## config.mk

```make
export PLATFORM = sky130hd
export DESIGN_NAME = size_class_buffer_pool_allocator
export DESIGN_NICKNAME = d
export VERILOG_FILES = /design/src/hdl/scba_pkg.sv /design/src/hdl/size_class_buffer_pool_allocator.sv /design/src/hdl/scba_cfg.sv /design/src/hdl/scba_scan.sv
export SDC_FILE = /design/constraint.sdc
export NUM_CORES = 1
export LEC_CHECK = 0
export ABC_CLOCK_PERIOD_IN_PS = 6400
export BUFFER_PORTS_ARGS = -buffer_cell sky130_fd_sc_hd__buf_2
export CORE_UTILIZATION = 35
export DETAILED_ROUTE_END_ITERATION = 12
export PLACE_DENSITY = 0.52
export SLEW_MARGIN = 20
export SYNTH_ARGS = -nofsm -noshare
export SYNTH_HDL_FRONTEND = slang
export SYNTH_SLANG_ARGS = --single-unit
```

## constraint.sdc

```tcl
create_clock -name clk -period 6.4 [get_ports clk]
set_input_delay 1.28 -clock clk [delete_from_list [all_inputs] [get_ports clk]]
set_output_delay 1.28 -clock clk [all_outputs]
set_load 0.05 [all_outputs]
```

## src/hdl/scba_pkg.sv

```systemverilog
// Shared constants, types and helpers for the size-class buffer pool allocator.
`timescale 1ns / 1ps

package scba_pkg;

    localparam int SMALL_SLOTS  = 256;
    localparam int MEDIUM_SLOTS = 64;
    localparam int LARGE_SLOTS  = 16;

    localparam int NUM_POOLS = 3;
    localparam int POOL_W    = 2;
    localparam int SLOT_W    = 8;
    localparam int CNT_W     = 9;
    localparam int SIZE_W    = 32;
    localparam int STATUS_W  = 3;
    localparam int CFG_IDX_W = 2;

    // busy bits are scanned one 16-bit word per cycle
    localparam int LANE_N = 16;
    localparam int LANE_W = 4;
    localparam int WSEL_W = SLOT_W - LANE_W;

    localparam int SMALL_WORDS  = (SMALL_SLOTS + LANE_N - 1) / LANE_N;
    localparam int MEDIUM_WORDS = (MEDIUM_SLOTS + LANE_N - 1) / LANE_N;
    localparam int LARGE_WORDS  = (LARGE_SLOTS + LANE_N - 1) / LANE_N;
    localparam int TOTAL_WORDS  = SMALL_WORDS + MEDIUM_WORDS + LARGE_WORDS;
    localparam int WADDR_W      = $clog2(TOTAL_WORDS);

    localparam logic [POOL_W-1:0] POOL_SMALL  = 2'd0;
    localparam logic [POOL_W-1:0] POOL_MEDIUM = 2'd1;
    localparam logic [POOL_W-1:0] POOL_LARGE  = 2'd2;

    localparam logic [STATUS_W-1:0] ST_GRANTED    = 3'd0;
    localparam logic [STATUS_W-1:0] ST_RELEASED   = 3'd1;
    localparam logic [STATUS_W-1:0] ST_DISABLED   = 3'd2;
    localparam logic [STATUS_W-1:0] ST_TOO_LARGE  = 3'd3;
    localparam logic [STATUS_W-1:0] ST_EXHAUSTED  = 3'd4;
    localparam logic [STATUS_W-1:0] ST_BAD_HANDLE = 3'd5;
    localparam logic [STATUS_W-1:0] ST_SLOT_IDLE  = 3'd6;

    localparam logic [CFG_IDX_W-1:0] REG_ENABLED      = 2'd0;
    localparam logic [CFG_IDX_W-1:0] REG_SMALL_LIMIT  = 2'd1;
    localparam logic [CFG_IDX_W-1:0] REG_MEDIUM_LIMIT = 2'd2;
    localparam logic [CFG_IDX_W-1:0] REG_LARGE_LIMIT  = 2'd3;

    localparam logic [SIZE_W-1:0] SMALL_LIMIT_RST  = 32'd4096;
    localparam logic [SIZE_W-1:0] MEDIUM_LIMIT_RST = 32'd65536;
    localparam logic [SIZE_W-1:0] LARGE_LIMIT_RST  = 32'd1048576;

    typedef struct packed {
        logic                            enabled;
        logic [NUM_POOLS-1:0][SIZE_W-1:0] limit;
    } cfg_t;

    function automatic logic [CNT_W-1:0] pool_slots(input logic [POOL_W-1:0] p);
        logic [CNT_W-1:0] n;
        case (p)
            POOL_SMALL:  n = CNT_W'(SMALL_SLOTS);
            POOL_MEDIUM: n = CNT_W'(MEDIUM_SLOTS);
            POOL_LARGE:  n = CNT_W'(LARGE_SLOTS);
            default:     n = '0;
        endcase
        return n;
    endfunction

    function automatic logic [WADDR_W-1:0] pool_base(input logic [POOL_W-1:0] p);
        logic [WADDR_W-1:0] b;
        case (p)
            POOL_SMALL:  b = '0;
            POOL_MEDIUM: b = WADDR_W'(SMALL_WORDS);
            POOL_LARGE:  b = WADDR_W'(SMALL_WORDS + MEDIUM_WORDS);
            default:     b = '0;
        endcase
        return b;
    endfunction

    function automatic logic [WSEL_W-1:0] pool_last_word(input logic [POOL_W-1:0] p);
        logic [WSEL_W-1:0] w;
        case (p)
            POOL_SMALL:  w = WSEL_W'(SMALL_WORDS - 1);
            POOL_MEDIUM: w = WSEL_W'(MEDIUM_WORDS - 1);
            POOL_LARGE:  w = WSEL_W'(LARGE_WORDS - 1);
            default:     w = '0;
        endcase
        return w;
    endfunction

    // lanes of word w that map to real slots of pool p
    function automatic logic [LANE_N-1:0] word_mask(input logic [POOL_W-1:0] p,
                                                   input logic [WSEL_W-1:0] w);
        logic [LANE_N-1:0] m;
        int                lim;
        lim = int'(pool_slots(p));
        for (int b = 0; b < LANE_N; b++)
        begin
            m[b] = ((int'(w) * LANE_N + b) < lim);
        end
        return m;
    endfunction

endpackage

```

## src/hdl/size_class_buffer_pool_allocator.sv

```systemverilog
// Allocate: done follows the enable check in S_CLASS, the limit compares in turn (up to 3),
// then one 16-slot busy word per cycle through the shared scanner.
// Free: the S_FREE state does one busy word lookup and done is registered from it.
// busy drops in the cycle done is high, so the next request is taken at the edge ending
// it; the receiver cannot stall results.
// Reset (async, active low) frees all slots, zeroes counts, restores default config.
`timescale 1ns / 1ps

module size_class_buffer_pool_allocator (
    input  logic                           clk,
    input  logic                           rst_n,
    input  logic                           start,
    output logic                           busy,
    input  logic                           opcode,
    input  logic [scba_pkg::SIZE_W-1:0]    request_size,
    input  logic [scba_pkg::POOL_W-1:0]    free_pool,
    input  logic [scba_pkg::SLOT_W-1:0]    free_slot,
    input  logic                           cfg_valid,
    output logic                           cfg_ready,
    input  logic [scba_pkg::CFG_IDX_W-1:0] cfg_index,
    input  logic [scba_pkg::SIZE_W-1:0]    cfg_data,
    output logic                           done,
    output logic [scba_pkg::STATUS_W-1:0]  status,
    output logic [scba_pkg::POOL_W-1:0]    pool,
    output logic [scba_pkg::SLOT_W-1:0]    slot,
    output logic [scba_pkg::CNT_W-1:0]     pool_in_use,
    output logic [scba_pkg::CNT_W-1:0]     pool_free
);

    localparam logic [1:0] S_IDLE  = 2'd0;
    localparam logic [1:0] S_CLASS = 2'd1;
    localparam logic [1:0] S_SCAN  = 2'd2;
    localparam logic [1:0] S_FREE  = 2'd3;

    scba_pkg::cfg_t cfg;

    logic [1:0]                    state_reg, state_next;
    logic                          op_reg;
    logic [scba_pkg::SIZE_W-1:0]   size_reg;
    logic [scba_pkg::POOL_W-1:0]   fp_reg;
    logic [scba_pkg::SLOT_W-1:0]   fs_reg;
    logic [scba_pkg::POOL_W-1:0]   k_reg, k_next;
    logic [scba_pkg::POOL_W-1:0]   pool_reg, pool_next;
    logic [scba_pkg::WSEL_W-1:0]   w_reg, w_next;

    logic [scba_pkg::LANE_N-1:0]   busy_reg [scba_pkg::TOTAL_WORDS];
    logic [scba_pkg::CNT_W-1:0]    count_reg [scba_pkg::NUM_POOLS];

    logic                          done_reg, done_next;
    logic [scba_pkg::STATUS_W-1:0] res_status_reg, res_status_next;
    logic [scba_pkg::POOL_W-1:0]   res_pool_reg, res_pool_next;
    logic [scba_pkg::SLOT_W-1:0]   res_slot_reg, res_slot_next;
    logic [scba_pkg::CNT_W-1:0]    res_in_use_reg, res_in_use_next;
    logic [scba_pkg::CNT_W-1:0]    res_free_reg, res_free_next;

    logic [scba_pkg::POOL_W-1:0]   act_pool;
    logic [scba_pkg::WADDR_W-1:0]  rd_addr;
    logic [scba_pkg::LANE_N-1:0]   rd_word;
    logic [scba_pkg::LANE_N-1:0]   scan_mask;
    logic                          scan_found;
    logic [scba_pkg::LANE_W-1:0]   scan_idx;
    logic [scba_pkg::LANE_W-1:0]   wr_lane;
    logic                          wr_en, wr_val;
    logic                          cnt_inc, cnt_dec;
    logic [scba_pkg::CNT_W-1:0]    cur_count;
    logic [scba_pkg::CNT_W-1:0]    cur_slots;
    logic [scba_pkg::CNT_W-1:0]    em_used;
    logic                          em_counts;

    scba_cfg u_cfg (
        .clk       (clk),
        .rst_n     (rst_n),
        .cfg_valid (cfg_valid),
        .cfg_ready (cfg_ready),
        .cfg_index (cfg_index),
        .cfg_data  (cfg_data),
        .cfg       (cfg)
    );

    scba_scan u_scan (
        .word  (rd_word),
        .mask  (scan_mask),
        .found (scan_found),
        .idx   (scan_idx)
    );

    assign act_pool  = (state_reg == S_FREE) ? fp_reg : pool_reg;
    assign cur_slots = scba_pkg::pool_slots(act_pool);
    assign cur_count = (act_pool < scba_pkg::POOL_W'(scba_pkg::NUM_POOLS))
                       ? count_reg[act_pool] : '0;

    always_comb
    begin
        if (state_reg == S_FREE)
            rd_addr = scba_pkg::pool_base(fp_reg)
                      + scba_pkg::WADDR_W'(fs_reg[scba_pkg::SLOT_W-1:scba_pkg::LANE_W]);
        else
            rd_addr = scba_pkg::pool_base(pool_reg) + scba_pkg::WADDR_W'(w_reg);
    end

    // bad handles can point past the store; the lookup result is unused then
    assign rd_word   = (int'(rd_addr) < scba_pkg::TOTAL_WORDS) ? busy_reg[rd_addr] : '0;
    assign scan_mask = scba_pkg::word_mask(pool_reg, w_reg);
    assign wr_lane   = (state_reg == S_FREE) ? fs_reg[scba_pkg::LANE_W-1:0] : scan_idx;

    always_comb
    begin
        state_next      = state_reg;
        k_next          = k_reg;
        pool_next       = pool_reg;
        w_next          = w_reg;
        done_next       = 1'b0;
        res_status_next = res_status_reg;
        res_pool_next   = res_pool_reg;
        res_slot_next   = res_slot_reg;
        wr_en           = 1'b0;
        wr_val          = 1'b0;
        cnt_inc         = 1'b0;
        cnt_dec         = 1'b0;
        em_counts       = 1'b0;
        em_used         = cur_count;

        case (state_reg)
            S_IDLE:
            begin
                if (start)
                begin
                    k_next     = '0;
                    state_next = opcode ? S_FREE : S_CLASS;
                end
            end
            S_CLASS:
            begin
                if (!cfg.enabled)
                begin
                    done_next       = 1'b1;
                    res_status_next = scba_pkg::ST_DISABLED;
                    res_pool_next   = '0;
                    res_slot_next   = '0;
                end
                else if (size_reg <= cfg.limit[k_reg])
                begin
                    pool_next  = k_reg;
                    w_next     = '0;
                    state_next = S_SCAN;
                end
                else if (k_reg == scba_pkg::POOL_W'(scba_pkg::NUM_POOLS - 1))
                begin
                    done_next       = 1'b1;
                    res_status_next = scba_pkg::ST_TOO_LARGE;
                    res_pool_next   = '0;
                    res_slot_next   = '0;
                end
                else
                begin
                    k_next = k_reg + 1'b1;
                end
            end
            S_SCAN:
            begin
                if (scan_found)
                begin
                    wr_en           = 1'b1;
                    wr_val          = 1'b1;
                    cnt_inc         = 1'b1;
                    done_next       = 1'b1;
                    em_counts       = 1'b1;
                    em_used         = cur_count + 1'b1;
                    res_status_next = scba_pkg::ST_GRANTED;
                    res_pool_next   = pool_reg;
                    res_slot_next   = {w_reg, scan_idx};
                end
                else if (w_reg == scba_pkg::pool_last_word(pool_reg))
                begin
                    done_next       = 1'b1;
                    em_counts       = 1'b1;
                    res_status_next = scba_pkg::ST_EXHAUSTED;
                    res_pool_next   = pool_reg;
                    res_slot_next   = '0;
                end
                else
                begin
                    w_next = w_reg + 1'b1;
                end
            end
            S_FREE:
            begin
                done_next = 1'b1;
                if (fp_reg >= scba_pkg::POOL_W'(scba_pkg::NUM_POOLS))
                begin
                    res_status_next = scba_pkg::ST_BAD_HANDLE;
                    res_pool_next   = '0;
                    res_slot_next   = '0;
                end
                else if (scba_pkg::CNT_W'(fs_reg) >= cur_slots)
                begin
                    em_counts       = 1'b1;
                    res_status_next = scba_pkg::ST_BAD_HANDLE;
                    res_pool_next   = fp_reg;
                    res_slot_next   = '0;
                end
                else if (!rd_word[fs_reg[scba_pkg::LANE_W-1:0]])
                begin
                    em_counts       = 1'b1;
                    res_status_next = scba_pkg::ST_SLOT_IDLE;
                    res_pool_next   = fp_reg;
                    res_slot_next   = fs_reg;
                end
                else
                begin
                    wr_en           = 1'b1;
                    wr_val          = 1'b0;
                    cnt_dec         = (cur_count != '0);
                    em_counts       = 1'b1;
                    em_used         = (cur_count != '0) ? cur_count - 1'b1 : cur_count;
                    res_status_next = scba_pkg::ST_RELEASED;
                    res_pool_next   = fp_reg;
                    res_slot_next   = fs_reg;
                end
            end
            default:
            begin
                state_next = S_IDLE;
            end
        endcase

        if (done_next)
            state_next = S_IDLE;

        res_in_use_next = em_counts ? em_used : '0;
        res_free_next   = em_counts ? (cur_slots - em_used) : '0;
    end

    always_ff @(posedge clk or negedge rst_n)
    begin
        if (!rst_n)
        begin
            state_reg <= S_IDLE;
            done_reg  <= 1'b0;
            k_reg     <= '0;
            pool_reg  <= '0;
            w_reg     <= '0;
            for (int i = 0; i < scba_pkg::TOTAL_WORDS; i++)
            begin
                busy_reg[i] <= '0;
            end
            for (int p = 0; p < scba_pkg::NUM_POOLS; p++)
            begin
                count_reg[p] <= '0;
            end
        end
        else
        begin
            state_reg <= state_next;
            done_reg  <= done_next;
            k_reg     <= k_next;
            pool_reg  <= pool_next;
            w_reg     <= w_next;
            if (wr_en)
                busy_reg[rd_addr][wr_lane] <= wr_val;
            if (cnt_inc)
                count_reg[act_pool] <= cur_count + 1'b1;
            else if (cnt_dec)
                count_reg[act_pool] <= cur_count - 1'b1;
        end
    end

    // request capture and result payload
    always_ff @(posedge clk)
    begin
        if (state_reg == S_IDLE && start)
        begin
            op_reg   <= opcode;
            size_reg <= request_size;
            fp_reg   <= free_pool;
            fs_reg   <= free_slot;
        end
        res_status_reg <= res_status_next;
        res_pool_reg   <= res_pool_next;
        res_slot_reg   <= res_slot_next;
        res_in_use_reg <= res_in_use_next;
        res_free_reg   <= res_free_next;
    end

    assign busy        = (state_reg != S_IDLE);
    assign done        = done_reg;
    assign status      = res_status_reg;
    assign pool        = res_pool_reg;
    assign slot        = res_slot_reg;
    assign pool_in_use = res_in_use_reg;
    assign pool_free   = res_free_reg;

`ifndef SYNTHESIS
    a_done_after_work: assert property (@(posedge clk) disable iff (!rst_n)
        done_reg |-> $past(state_reg != S_IDLE))
        else $error("done without a request in flight");

    a_count_bound: assert property (@(posedge clk) disable iff (!rst_n)
        (count_reg[0] <= scba_pkg::CNT_W'(scba_pkg::SMALL_SLOTS))
        && (count_reg[1] <= scba_pkg::CNT_W'(scba_pkg::MEDIUM_SLOTS))
        && (count_reg[2] <= scba_pkg::CNT_W'(scba_pkg::LARGE_SLOTS)))
        else $error("pool count exceeds slot count");

    a_scan_pool_valid: assert property (@(posedge clk) disable iff (!rst_n)
        (state_reg == S_SCAN) |-> (pool_reg < scba_pkg::POOL_W'(scba_pkg::NUM_POOLS)))
        else $error("scan on a nonexistent pool");

    a_grant_counted: assert property (@(posedge clk) disable iff (!rst_n)
        (done_reg && res_status_reg == scba_pkg::ST_GRANTED) |-> (res_in_use_reg != '0))
        else $error("grant reported with zero in use");

    a_op_matches_path: assert property (@(posedge clk) disable iff (!rst_n)
        (state_reg == S_FREE) |-> op_reg)
        else $error("free path entered for an allocate request");
`endif

endmodule

```

## src/hdl/scba_cfg.sv

```systemverilog
// Configuration register file: enable bit and the three size-class limits.
`timescale 1ns / 1ps

module scba_cfg (
    input  logic                           clk,
    input  logic                           rst_n,
    input  logic                           cfg_valid,
    output logic                           cfg_ready,
    input  logic [scba_pkg::CFG_IDX_W-1:0] cfg_index,
    input  logic [scba_pkg::SIZE_W-1:0]    cfg_data,
    output scba_pkg::cfg_t                 cfg
);

    scba_pkg::cfg_t cfg_reg;

    assign cfg_ready = 1'b1;
    assign cfg            = cfg_reg;

    always_ff @(posedge clk or negedge rst_n)
    begin
        if (!rst_n)
        begin
            cfg_reg.enabled  <= 1'b1;
            cfg_reg.limit[0] <= scba_pkg::SMALL_LIMIT_RST;
            cfg_reg.limit[1] <= scba_pkg::MEDIUM_LIMIT_RST;
            cfg_reg.limit[2] <= scba_pkg::LARGE_LIMIT_RST;
        end
        else if (cfg_valid && cfg_ready)
        begin
            case (cfg_index)
                scba_pkg::REG_ENABLED:      cfg_reg.enabled  <= cfg_data[0];
                scba_pkg::REG_SMALL_LIMIT:  cfg_reg.limit[0] <= cfg_data;
                scba_pkg::REG_MEDIUM_LIMIT: cfg_reg.limit[1] <= cfg_data;
                scba_pkg::REG_LARGE_LIMIT:  cfg_reg.limit[2] <= cfg_data;
                default:                    cfg_reg          <= cfg_reg;
            endcase
        end
    end

endmodule

```

## src/hdl/scba_scan.sv

```systemverilog
// Find-first-free unit: lowest clear busy bit among the valid lanes of one word.
`timescale 1ns / 1ps

module scba_scan (
    input  logic [scba_pkg::LANE_N-1:0] word,
    input  logic [scba_pkg::LANE_N-1:0] mask,
    output logic                        found,
    output logic [scba_pkg::LANE_W-1:0] idx
);

    logic [scba_pkg::LANE_N-1:0] free_lanes;

    assign free_lanes = ~word & mask;

    always_comb
    begin
        found = 1'b0;
        idx   = '0;
        // walk down so the lowest free lane wins
        for (int b = scba_pkg::LANE_N - 1; b >= 0; b--)
        begin
            if (free_lanes[b])
            begin
                found = 1'b1;
                idx   = scba_pkg::LANE_W'(b);
            end
        end
    end

endmodule
```

==> metrics.md <==
| Metric | Value |
|---|---|
| Final wirelength | 79800 um |
| Synth-to-Final Area Change | 13.7% |
| Max_cap viols | 0 |
| Via density | 5.63 |
| Initial antenna violation count | 3 |
| Largest cells by area after synthesis | dfrtp_1 43%, mux2_2 7.4%, edfxtp_1 6.1% |
| Power share of the combinational group | 0.458 |
| Least-Margin Pin Slew | 1.03 ns |
| Critical Path Start Type | flip-flop |
| FF-to-FF setup slack | between 0.3 and 0.4 ns |
| Vert. Die Dim | 280 um |
| Post-Synth Adder-Cell Area | 0.0254 |
| Top cells by count, synth | 467 x dfrtp_1, 271 x nand2_1, 231 x o21ai_0, 179 x mux2_2, 171 x o31ai_1 |
| Fillcell total | approximately 7500 |
| Setup TNS | 0 ns |
| First-pass GRT wire length | 124000 um |
| Remaining Overflow, GRT | 0 |
| Total power | 14.3 mW |
| Root buffer cell | clkbuf_16 |
| DRT Pass-1 Iters | 6 |
| Cell with the most instances after synthesis | dfrtp_1 |
| Hold Path Origin | count_reg[0] |
| Final nets | 2723 |
| Internal | between 7 and 8 mW |
| R2R depth | 24 |
| Io pins | about 120 |
| Compound-gate portion of the synthesized area | 0.182 |
| Maximum VDD drop | 0.374 mV |
| TritonCTS clock tree | yes |
| Worst EP arrival | 6.51 ns |
| Sw power | between 6 and 7 mW |
| CTS max path bufs | 3 |
| GRT Util Overall | 0.202 |
| Clk_lat worst skew | 0.65 ns |
| Largest net degree at the start of global routing | 182 |
| Unique masters post-synth | 88 |
| Crit. End Element | flip-flop |
| Starting DRT DRC Count | 1718 |
| Yosys reg bits | 543 |
| Worst reg2reg endpoint | pool_free[7] |
| RSZ-0062 raised after global routing | false |
| DIE WIDTH | 280 um |
| CP max FO | 7 |
| WHS Endpoint | count_reg[0] |
| Share of synthesized flip-flops with an asynchronous set or reset | 0.867 |
| Fraction of power consumed by sequential logic | 0.293 |
| Initial Util | 0.356 |
| Yosys warnings | 0 |
| Critical path type | reg2reg |
| H-tree Lvls | 2 |
| Mux cell area share after synthesis | 0.142 |
| Final Hold Vio Count | 0 |
| Synth area leader | dfrtp_1 |
| Fin cells | 3668 |
| F_max | 167 MHz |
| Final Setup Violations | 0 |
| Post-Synth Simple-Gate Area | 0.0969 |
| Synth Flop Type | dfrtp_1 |
| Post-synth top area share | 0.431 |
| Gpl congestion | 0.863 |
| Fin area | 30900 um2 |
| Max-slew headroom | 0.309 |
| Via count of the first global-routing pass | 21000 |
| Setup Buffers After CTS | 0 |
| Max-slew violations | 0 |
| Sequential fraction of the synthesis area | 0.508 |
| Core box area | ~76000 um2 |
| XOR/XNOR share of the synthesized area | 0.00839 |
| Area of the multi-input gates | ~12000 um2 |
| DRC violations left | 0 |
| Worst min path class | reg2reg |
| Ratio of cells with drive above 1 in the final layout | 0.194 |
| Hold path cells | 1 |
| Main combinational cell family by area after synthesis | compound AO/OA/AOI/OAI gates |
| Vias | between 20000 and 25000 |
| Reg clk slew, reported paths | 0.06 ns |
| Max reg flops | 336 |
| Final worst path period share | 0.938 |
| Register area | roughly 14000 um2 |
| Worst reg2reg startpoint | pool_reg[0] |
| Post-Place Cell Area | 28800 um2 |
| Dpl cells | 3555 |
| Clock power share | 0.249 |
| Worst Path Required | 6.91 ns |
| Mapped cell area | 27100 um2 |
| Switching share of power | 0.445 |
| CTS Buf Count | 60 |
| Antenna-violating nets left | 0 |
| WL/cell | 21.8 um |
| Status | complete, no violations |
| Final Util | 0.404 |
| Static leakage | 13.4 nW |
| Final Skew | 0.0393 ns |
| Number of synthesized flops with an enable pin | 55 |
| IO buf count | 113 |
| Syn nets | 2678 |
| Sink Count | 543 |
| Synthesized instance count | 2542 |
| Number of cell rows | 101 |
| Minimum clock period | 6.00 ns |
| Full die area | 78700 um2 |
| Dpl hpwl | slightly above 50000 um |
| Synthesized area per cell | 10.7 um2 |
| PD cells | 464 nW/um2 |
routing by layer:
| layer | up-vias | routed length, um | global-route usage |
|---|---|---|---|
| met5 | - | 8 | 0 |
| met4 | 2 | 2190 | 0.0656 |
| met3 | 131 | 3730 | 0.0255 |
| met2 | 558 | 38200 | 0.333 |
| met1 | 10500 | 35700 | 0.275 |
| li1 | 9460 | - | - |
what timing repair did:
| action | CTS | global route |
|---|---|---|
| endpoints found under the setup margin | 0 | 71 |
| gates resized for setup | 0 | 3 |
| hold buffers | 0 | 0 |
metrics by stage:
stage,setup slack [ns],hold WS (ns)
floorplan,1.37,0.441
global placement,0.331,0.456
detailed placement,0.260,0.457
CTS,0.197,0.474
global route,0.0737,0.483
finish,0.398,0.473
power by group through the flow:
stage,registers (mW),clock network (mW),logic (mW)
after floorplan,4.38,0,4.24
after global placement,4.23,0,6.41
after detailed placement,4.25,0,6.48
after CTS,4.19,3.65,6.51
after global routing,4.24,3.78,7.10
final,4.19,3.57,6.56
final cells by class:
type / instances / area share
sequential: 543 / 0.447
multi-input combinational: 1765 / 0.402
clock buffer: 91 / 0.0579
tap: 1030 / 0.0418
timing repair buffer: 185 / 0.0391
clock inverter: 20 / 0.00880
inverter: 32 / 0.00389
antenna: 2 / 0.000162
worst max-delay path, cell delays in order (launching register included):
cell and delay [ns]:
dfrtp_1 0.47, inv_1 0.10, ha_1 0.22, ha_1 0.18, ha_1 0.18, xnor2_1 0.21, mux2i_2 0.10, buf_4 0.19
a21oi_1 0.70, o21ai_0 0.52, nand2_1 0.38, o21ai_0 0.15, a2111oi_1 0.43, buf_4 0.20, nand3_1 0.11, nand4_1 0.22
o22ai_1 0.12, nand2_1 0.11, xnor2_1 0.10, ha_1 0.34, inv_1 0.09, o41ai_4 0.38, a31oi_1 0.15, xor2_1 0.16
nor2_1 0.05
worst max path at each step:
stage	cells after the start	from	end	slack (ns)
after floorplan	21	pool_reg[0]	pool_free[8]	1.37
after global placement	23	pool_reg[0]	pool_free[7]	0.33
after detailed placement	15	pool_reg[0]	busy_reg[76]	0.26
after CTS	15	pool_reg[0]	busy_reg[96]	0.20
after global routing	20	pool_reg[0]	pool_free[8]	0.07
final	24	pool_reg[0]	pool_free[7]	0.40
cell families (layout without fill, tap and decap cells):
logic type | after synthesis | count (layout)
muxes | 347 | 347
AOI/OAI and AO/OA | 764 | 764
other | 1 | 3
DFF | 543 | 543
adders and majority gates | 55 | 55
xor gates and xnor gates | 26 | 26
and+or+nand+nor | 572 | 572
buffers and inverters | 234 | 328
cells in the final DEF (no fill, tap or decap), types with 7 or more instances in the layout:
cell and count:
a211oi_1 10, a21o_1 17, a21oi_1 65, a31oi_1 16, and2_1 12, and3_1 7
buf_12 7, buf_2 112, buf_4 64, clkbuf_1 14, clkbuf_16 60, clkbuf_8 17
clkinv_2 9, dfrtp_1 466, dfxtp_1 17, edfxtp_1 55, ha_1 55, inv_1 29
mux2_1 124, mux2_2 179, mux2i_1 43, nand2_1 271, nand2b_1 9, nand3_1 36
nand4_1 20, nor2_1 126, nor2b_1 11, nor3_1 23, o21a_1 10, o21ai_0 231
o21ai_1 36, o22ai_1 148, o31ai_1 170, xnor2_1 16, xor2_1 10
Power figures use the tool's default switching activity.
